$ cat config.mk
export PLATFORM = sky130hd
export DESIGN_NAME = png_idat_chunk_extractor
export DESIGN_NICKNAME = d
export VERILOG_FILES = /design/src/rtl/pidx_pkg.sv /design/src/rtl/pidx_front.sv /design/src/rtl/pidx_back.sv /design/src/rtl/png_idat_chunk_extractor.sv
export SDC_FILE = /design/constraint.sdc
export NUM_CORES = 1
export LEC_CHECK = 0
export BUFFER_PORTS_ARGS = -buffer_cell sky130_fd_sc_hd__buf_2
export CELL_PAD_IN_SITES_DETAIL_PLACEMENT = 1
export CELL_PAD_IN_SITES_GLOBAL_PLACEMENT = 1
export CORE_MARGIN = 1.5
export CORE_UTILIZATION = 50
export DETAILED_ROUTE_END_ITERATION = 7
export PLACE_DENSITY = 0.9
export SYNTH_ARGS = -nofsm -noshare
export SYNTH_HDL_FRONTEND = slang
export SYNTH_SLANG_ARGS = --single-unit
$ cat constraint.sdc
create_clock -name clk -period 20.7 [get_ports clk]
set_input_delay 2.07 -clock clk [delete_from_list [all_inputs] [get_ports clk]]
set_output_delay 2.07 -clock clk [all_outputs]
set_load 0.02 [all_outputs]
$ cat src/rtl/pidx_pkg.sv
`default_nettype none
// ---------------------------------------------------------------------------
// pidx_pkg
// Shared types and constants for the PNG IDAT chunk extractor.
// ---------------------------------------------------------------------------
package pidx_pkg;

	localparam int FILE_W = 24;  // file size, positions and summary fields
	localparam int BYTE_W = 8;
	localparam int SIG_LEN = 8;  // signature bytes skipped at file start
	localparam int HDR_CRC_LEN = 12;  // length + type + CRC bytes of a chunk
	localparam logic [31:0] IDAT_TAG = 32'h49444154;

	// Parser phase, one-hot
	typedef enum logic [5:0] {
		PH_SIG  = 6'b000001,
		PH_LEN  = 6'b000010,
		PH_TYPE = 6'b000100,
		PH_PAY  = 6'b001000,
		PH_CRC  = 6'b010000,
		PH_STOP = 6'b100000
	} pidx_phase_t;

	// One result record as handed from the parser to the output queue
	typedef struct packed {
		logic              is_summary;
		logic [BYTE_W-1:0] data;
		logic [FILE_W-1:0] first_pos;
		logic [FILE_W-1:0] total_length;
		logic [FILE_W-1:0] payload_size;
	} pidx_rec_t;

	typedef struct packed {
		logic      valid;
		pidx_rec_t rec;
	} pidx_push_t;

endpackage
`default_nettype wire

$ cat src/rtl/pidx_front.sv
`default_nettype none
// ---------------------------------------------------------------------------
// pidx_front
// Chunk walker: takes one file byte per transaction, tracks the chunk
// fields, keeps the IDAT statistics and builds result records.
// ---------------------------------------------------------------------------
module pidx_front import pidx_pkg::*; #(
	parameter int POS_BITS = 24
) (
	input  wire logic              clk,
	input  wire logic              arst_n,
	input  wire logic              cfg_we,
	input  wire logic [FILE_W-1:0] cfg_size,
	input  wire logic              in_fire,
	input  wire logic [BYTE_W-1:0] data_byte,
	output pidx_push_t             push
);

	localparam logic [POS_BITS-1:0] SAT_MAX = '1;

	logic [FILE_W-1:0]   size_q, pos_q, start_q;
	logic [FILE_W-1:0]   pos_d, start_d;
	pidx_phase_t         phase_q, phase_d;
	logic [1:0]          fidx_q, fidx_d;
	logic [31:0]         len_q, len_d, left_q, left_d;
	logic [23:0]         type_q, type_d;
	logic                idat_q, idat_d;
	logic [POS_BITS-1:0] first_q, first_d, total_q, total_d, pcount_q, pcount_d;

	logic [FILE_W-1:0] pos_inc;
	logic              active, last, emit, chunk_fits, len_over, type_is_idat;
	logic [31:0]       len_new, type_new;
	logic [33:0]       len_end, total_sum;

	assign pos_inc = pos_q + FILE_W'(1);
	assign len_new = {len_q[23:0], data_byte};
	assign type_new = {type_q, data_byte};
	assign type_is_idat = (type_new == IDAT_TAG);
	// room for a bare chunk header and CRC starting at the next byte
	assign chunk_fits = (26'(pos_inc) + 26'(HDR_CRC_LEN)) <= 26'(size_q);
	// full chunk extent against file end
	assign len_end = 34'(start_q) + 34'(HDR_CRC_LEN) + 34'(len_new);
	assign len_over = len_end > 34'(size_q);
	assign total_sum = 34'(total_q) + 34'(len_q) + 34'(HDR_CRC_LEN);

	// next-state logic
	always_comb begin
		pos_d = pos_q;
		start_d = start_q;
		phase_d = phase_q;
		fidx_d = fidx_q;
		len_d = len_q;
		left_d = left_q;
		type_d = type_q;
		idat_d = idat_q;
		first_d = first_q;
		total_d = total_q;
		pcount_d = pcount_q;
		emit = 1'b0;
		active = in_fire && (pos_q < size_q);
		last = (pos_inc == size_q);
		if (active) begin
			pos_d = pos_inc;
			case (phase_q)
				PH_SIG: begin
					if (pos_q >= FILE_W'(SIG_LEN - 1)) begin
						start_d = pos_inc;
						fidx_d = '0;
						len_d = '0;
						phase_d = chunk_fits ? PH_LEN : PH_STOP;
					end
				end
				PH_LEN: begin
					len_d = len_new;
					fidx_d = fidx_q + 2'd1;
					if (fidx_q == 2'd3) begin
						phase_d = len_over ? PH_STOP : PH_TYPE;
					end
				end
				PH_TYPE: begin
					type_d = type_new[23:0];
					fidx_d = fidx_q + 2'd1;
					if (fidx_q == 2'd3) begin
						idat_d = type_is_idat;
						if (type_is_idat) begin
							if (first_q == '0) begin
								first_d = (33'(start_q) > 33'(SAT_MAX)) ?
									SAT_MAX : POS_BITS'(start_q);
							end
							total_d = (total_sum > 34'(SAT_MAX)) ?
								SAT_MAX : POS_BITS'(total_sum);
						end
						left_d = len_q;
						phase_d = (len_q != '0) ? PH_PAY : PH_CRC;
					end
				end
				PH_PAY: begin
					if (idat_q) begin
						emit = 1'b1;
						pcount_d = (pcount_q == SAT_MAX) ? SAT_MAX : pcount_q + 1'b1;
					end
					left_d = left_q - 32'd1;
					if (left_q == 32'd1) begin
						phase_d = PH_CRC;
					end
				end
				PH_CRC: begin
					fidx_d = fidx_q + 2'd1;
					if (fidx_q == 2'd3) begin
						start_d = pos_inc;
						fidx_d = '0;
						len_d = '0;
						phase_d = chunk_fits ? PH_LEN : PH_STOP;
					end
				end
				PH_STOP: begin
					phase_d = PH_STOP;
				end
				default: begin
					phase_d = PH_STOP;
				end
			endcase
		end
	end

	// result record: summary on the final byte, else an IDAT payload byte
	always_comb begin
		push.valid = active && (last || emit);
		push.rec.is_summary = last;
		push.rec.data = data_byte;
		push.rec.first_pos = FILE_W'(first_d);
		push.rec.total_length = FILE_W'(total_d);
		push.rec.payload_size = FILE_W'(pcount_d);
	end

	// parser state; a file size write restarts the parse
	always_ff @(posedge clk or negedge arst_n) begin
		if (!arst_n) begin
			size_q <= '0;
			pos_q <= '0;
			start_q <= '0;
			phase_q <= PH_SIG;
			fidx_q <= '0;
			len_q <= '0;
			left_q <= '0;
			type_q <= '0;
			idat_q <= 1'b0;
			first_q <= '0;
			total_q <= '0;
			pcount_q <= '0;
		end else if (cfg_we) begin
			size_q <= cfg_size;
			pos_q <= '0;
			start_q <= '0;
			phase_q <= PH_SIG;
			fidx_q <= '0;
			len_q <= '0;
			left_q <= '0;
			type_q <= '0;
			idat_q <= 1'b0;
			first_q <= '0;
			total_q <= '0;
			pcount_q <= '0;
		end else begin
			pos_q <= pos_d;
			start_q <= start_d;
			phase_q <= phase_d;
			fidx_q <= fidx_d;
			len_q <= len_d;
			left_q <= left_d;
			type_q <= type_d;
			idat_q <= idat_d;
			first_q <= first_d;
			total_q <= total_d;
			pcount_q <= pcount_d;
		end
	end

endmodule
`default_nettype wire

$ cat src/rtl/pidx_back.sv
`default_nettype none
// ---------------------------------------------------------------------------
// pidx_back
// Two-entry result queue; the head entry drives the output channel and is
// formatted into payload or summary fields.
// ---------------------------------------------------------------------------
module pidx_back import pidx_pkg::*; (
	input  wire logic               clk,
	input  wire logic               arst_n,
	input  wire pidx_push_t         push,
	output logic                    full,
	output logic                    out_valid,
	input  wire logic               out_stall,
	output logic                    is_summary,
	output logic [BYTE_W-1:0]       payload_byte,
	output logic                    found,
	output logic [FILE_W-1:0]       first_pos,
	output logic [FILE_W-1:0]       total_length,
	output logic [FILE_W-1:0]       payload_size
);

	pidx_rec_t  entry_q [2];
	logic       wr_q, rd_q;
	logic [1:0] cnt_q;
	logic       pop;
	pidx_rec_t  head;

	assign full = (cnt_q == 2'd2);
	assign out_valid = (cnt_q != 2'd0);
	assign pop = out_valid && !out_stall;
	assign head = entry_q[rd_q];

	// queue storage
	always_ff @(posedge clk) begin
		if (push.valid) begin
			entry_q[wr_q] <= push.rec;
		end
	end

	// pointers and fill count
	always_ff @(posedge clk or negedge arst_n) begin
		if (!arst_n) begin
			wr_q <= 1'b0;
			rd_q <= 1'b0;
			cnt_q <= '0;
		end else begin
			if (push.valid) begin
				wr_q <= ~wr_q;
			end
			if (pop) begin
				rd_q <= ~rd_q;
			end
			case ({push.valid, pop})
				2'b10: cnt_q <= cnt_q + 2'd1;
				2'b01: cnt_q <= cnt_q - 2'd1;
				default: cnt_q <= cnt_q;
			endcase
		end
	end

	// field formatting; summary fields hold zero unless IDAT payload was seen
	always_comb begin
		is_summary = head.is_summary;
		payload_byte = head.is_summary ? '0 : head.data;
		found = head.is_summary && (head.payload_size != '0);
		first_pos = found ? head.first_pos : '0;
		total_length = found ? head.total_length : '0;
		payload_size = head.is_summary ? head.payload_size : '0;
	end

endmodule
`default_nettype wire

$ cat src/rtl/png_idat_chunk_extractor.sv
`default_nettype none
// ---------------------------------------------------------------------------
// png_idat_chunk_extractor
// Walks a PNG byte stream and emits IDAT payload bytes plus an end-of-file
// summary.
// ---------------------------------------------------------------------------
// Usage: write file_size first (each write restarts the parse), then feed
// the file one byte per transaction. The parser handles one byte per clock;
// each byte passes from the parser into a two-entry result queue whose head
// drives the output channel, so input is held off only when that queue is
// full. With the output side taking results, throughput is one byte per
// cycle and a result appears in the cycle after the byte that caused it.
// Bytes past file_size are taken and dropped. IDAT counts saturate at
// 2^POS_BITS - 1.
module png_idat_chunk_extractor import pidx_pkg::*; #(
	parameter int POS_BITS = 24
) (
	input  wire logic              clk,
	input  wire logic              arst_n,
	input  wire logic              cfg_valid,
	output logic                   cfg_ready,
	input  wire logic [FILE_W-1:0] file_size,
	input  wire logic              in_valid,
	output logic                   in_stall,
	input  wire logic [BYTE_W-1:0] data_byte,
	output logic                   out_valid,
	input  wire logic              out_stall,
	output logic                   is_summary,
	output logic [BYTE_W-1:0]      payload_byte,
	output logic                   found,
	output logic [FILE_W-1:0]      first_pos,
	output logic [FILE_W-1:0]      total_length,
	output logic [FILE_W-1:0]      payload_size
);

	pidx_push_t push;
	logic       full;
	logic       in_fire;

	assign cfg_ready = 1'b1;
	assign in_stall = full;
	assign in_fire = in_valid && !full;

	// parser
	pidx_front #(
		.POS_BITS(POS_BITS)
	) u_front (
		.clk(clk),
		.arst_n(arst_n),
		.cfg_we(cfg_valid && cfg_ready),
		.cfg_size(file_size),
		.in_fire(in_fire),
		.data_byte(data_byte),
		.push(push)
	);

	// result queue and output fields
	pidx_back u_back (
		.clk(clk),
		.arst_n(arst_n),
		.push(push),
		.full(full),
		.out_valid(out_valid),
		.out_stall(out_stall),
		.is_summary(is_summary),
		.payload_byte(payload_byte),
		.found(found),
		.first_pos(first_pos),
		.total_length(total_length),
		.payload_size(payload_size)
	);

endmodule
`default_nettype wire

==> flow_summary.ini <==
[status]
status = complete, no violations

[timing]
fmax_mhz = 154.5
hold_viol = 0
tightest_slew_ns = 1.232
hold_ws_ns = 0.5376
relSlewSlack_pct = 17.88
fin_worst_skew_ns = 0.03799
maxSlewViolCount = 0
rsz0062_at_grt = false
setup_tns_ns = 0
period_needed_ns = 6.474
setup-violations-final = 0
fin_crit_sh_pct = 31.28

[pwr]
switching_share_pct = 30.40
p_total_mw = 2.074
p_comb_share_pct = 17.0
netSwitchingPower_uw = 630.3
pwr-share-clk_pct = 40.1
p_leak_nw = 11.94
p_per_area_mw_per_mm2 = 76.72
ir_drop_mv = 0.06736
seqPwrFrac_pct = 42.8
p_int_mw = 1.443

[die]
ios = 122
die_h_um = 224.1
num_rows = 80
dieArea_mm2 = 0.05020
die_x_um = 224.1
coreArea_mm2 = 0.04795
initial_core_util_pct = 50.96

[detailed_routing]
drtPass1Iterations = 5
num_vias = 21090
avgRoutedWirePerCell_um = 25.28
avgViaCountPerCell = 6.442
drt_iter0_markers = 1672
post-route-drc-count = 0
drtAntennaViolNets = 0
wl_um = 82750

[clock_network]
cts_tree = done
cts_hold_buf = 0
post-cts-setup-buffers = 0
cts_resized = 0
cts.sinks = 407
clockBufferDepth = 3
numCtsBuffers = 44
clock_latency_ns = 0.62
cts_root_buffer = clkbuf_16
h-tree-depth = 2
clk_pin_slew_ns = 0.06

[critical_path]
crit_fanout = 6
r2r-start = u_front.start_q[4]
r2r_slack_ns = 14.74
worst_setup_path_end_kind = flip-flop
cp_data_arrival_time_ns = 6.94
reg2reg_depth = 28
r2r_end = u_front.phase_q[2]
worst-endpoint-required_ns = 21.17
crit_path_start_kind = input pin
critical_path_class = in -> reg

[yosys]
synth_area_mm2 = 0.02443
synth_edf_count = 162
yosysSeqAreaShare_pct = 45.01
synth_top_flop_cell = dfrtp_1
ys_ff_latch = 407
synthArstFlopShare_pct = 60.20
syn-num-nets = 2728
yosysUniqueCellTypes = 89
avgSynthCellArea_um2 = 9.551
ys_warn_count = 0
synthCells = 2558

[place]
placedCellCount = 3191
io_buffers = 120
dp_hpwl_um = 54840
globalplace.congestion = 0.9037

[global_route]
grt_first_pass_wirelength_um = 129400
antenna_found_initial = 0
grt_pass1_vias = 22440
grt_overflow = 0
grt_max_degree = 109
grt_usage_pct = 32.95

[min_path]
worstHoldStart = u_front.left_q[27]
hold_class = reg -> reg
worstHoldPathCells = 2
holdPathEnd = u_front.left_q[27]

[final_layout]
n_antenna_cell = 0
layout_common_cells = 299 x nor2_1, 243 x dfrtp_1, 238 x nand2_1
final_cells = 3273
drive_gt1_share_pct = 9.932
layout_commonest_cell = nor2_1
final_nets = 2792
final_core_util_pct = 56.38
syn2layout_area_growth_pct = 10.63

[job]
maxCapViolCount = 0
how the worst max path moves through the flow:
stage          slack [ns]  cells past startpoint    startpoint                    to
2_1_floorplan       13.84                      6      in_valid  u_back.entry_q[0][0]
3_3_place_gp        14.15                     22  data_byte[0]    u_front.phase_q[2]
3_5_place_dp        13.85                     23  data_byte[0]    u_front.phase_q[2]
4_1_cts             14.32                     25  data_byte[0]    u_front.phase_q[2]
5_1_grt             13.83                     25  data_byte[0]    u_front.phase_q[2]
6_report            14.23                     25  data_byte[0]    u_front.phase_q[2]
layout make-up:
| type | instances | area, µm² |
|---|---|---|
| clock buffer | 49 | 1161 |
| clock inverter | 33 | 344.1 |
| fill | 5311 | 20920 |
| inverter | 72 | 270.3 |
| multi-input combinational | 1957 | 12720 |
| sequential | 407 | 11000 |
| tap | 615 | 769.5 |
| timing repair buffer | 140 | 767.0 |
stage by stage:
stage | instance area (µm²) | setup WS (ns)
after global placement | 25520 | 14.15
after global routing | 27030 | 13.83
after floorplan | 24430 | 13.84
after CTS | 27030 | 14.32
final | 27030 | 14.23
after detailed placement | 25520 | 13.85
critical path: stages:
cell      delay, ns
buf_2          0.16
ha_1           0.25
fa_1           0.44
a21o_1         0.18
a21oi_1        0.27
nor2b_1        0.11
o21a_1         0.20
o21ai_0        0.20
nand2b_1       0.08
a21oi_1        0.37
o21bai_1       0.13
a21oi_1        0.23
xnor2_1        0.12
ha_1           0.22
a21oi_1        0.14
nor2b_1        0.07
o21ai_0        0.19
a21oi_1        0.11
a211oi_1       0.25
o21ai_0        0.12
a41oi_1        0.23
a31oi_1        0.09
nor4_1         0.27
nand4_1        0.15
o41ai_1        0.30
registers in the layout, summed over array words and instances (netlist names), 2 cells and up:
register and count:
u_front.left_q 32, u_back.cnt_q 2, u_front.pos_q 24, u_front.pcount_q 24, u_front.fidx_q 2, u_front.total_q 24, u_front.len_q 32, u_back.entry_q 162
u_front.size_q 24, u_front.start_q 24, u_front.phase_q 6, u_front.first_q 24, u_front.type_q 24
metal layers:
| layer | GRT usage (%) | share of wire (%) |
|---|---|---|
| met4 | 15.43 | 4.7 |
| met3 | 4.814 | 6.2 |
| met2 | 56.64 | 49 |
| met1 | 40.86 | 40 |
| met5 | 0 | 0 |
logic make-up after synthesis:
| kind of cell | after synthesis | synth area share, % |
|---|---|---|
| and+or+nand+nor | 962 | 19.30 |
| AOI/OAI and AO/OA | 556 | 14.05 |
| buffers and inverters | 194 | 3.155 |
| adders and majority gates | 133 | 6.873 |
| other | 1 | 0.01535 |
| DFF | 407 | 45.01 |
| muxes | 120 | 4.962 |
| xor gates and xnor gates | 185 | 6.632 |
power by group through the flow:
stage | logic (mW) | clock network (mW) | registers (mW)
detailed placement | 0.337 | 0 | 0.902
global placement | 0.319 | 0 | 0.899
floorplan | 0.248 | 0 | 0.877
finish | 0.353 | 0.832 | 0.888
global route | 0.377 | 0.860 | 0.889
CTS | 0.349 | 0.837 | 0.887
synthesized netlist by cell type, types with 4 or more instances:
| library cell | number | area share [%] |
|---|---|---|
| a21o_1 | 66 | 2.0 |
| xor2_1 | 68 | 2.4 |
| a31oi_1 | 13 | 0.33 |
| and4_1 | 12 | 0.43 |
| nor4_1 | 53 | 1.4 |
| o21a_1 | 17 | 0.52 |
| a21oi_1 | 139 | 2.8 |
| nand3b_1 | 7 | 0.22 |
| nand4_1 | 39 | 1.0 |
| clkbuf_1 | 102 | 1.6 |
| o21ai_0 | 181 | 3.7 |
| and3_1 | 34 | 0.87 |
| o221ai_1 | 4 | 0.14 |
| o22ai_1 | 10 | 0.26 |
| nand2_1 | 238 | 3.7 |
| and3b_1 | 5 | 0.18 |
| ha_1 | 131 | 6.7 |
| a211oi_1 | 37 | 1.1 |
| inv_1 | 71 | 1.1 |
| nor2_1 | 302 | 4.6 |
| o21ai_1 | 4 | 0.082 |
| or2_2 | 12 | 0.31 |
| o31ai_1 | 8 | 0.25 |
| o211ai_1 | 11 | 0.34 |
| and2_1 | 19 | 0.49 |
| nor4bb_1 | 4 | 0.16 |
| or4_1 | 7 | 0.22 |
| nor3_1 | 54 | 1.1 |
| nor4b_1 | 7 | 0.25 |
| o21bai_1 | 10 | 0.31 |
| buf_2 | 7 | 0.14 |
| mux2_2 | 9 | 0.41 |
| edfxtp_1 | 162 | 20 |
| nand3_1 | 57 | 1.2 |
| dfrtp_1 | 244 | 25 |
| buf_1 | 8 | 0.12 |
| buf_6 | 4 | 0.18 |
| nor3b_1 | 10 | 0.31 |
| a21boi_0 | 5 | 0.15 |
| nor2b_1 | 60 | 1.5 |
| or3_1 | 9 | 0.23 |
| xnor2_1 | 117 | 4.2 |
| a22oi_1 | 11 | 0.34 |
| mux2i_1 | 111 | 4.5 |
| nand2b_1 | 18 | 0.46 |
No activity file was read; power rests on OpenSTA's default activity.
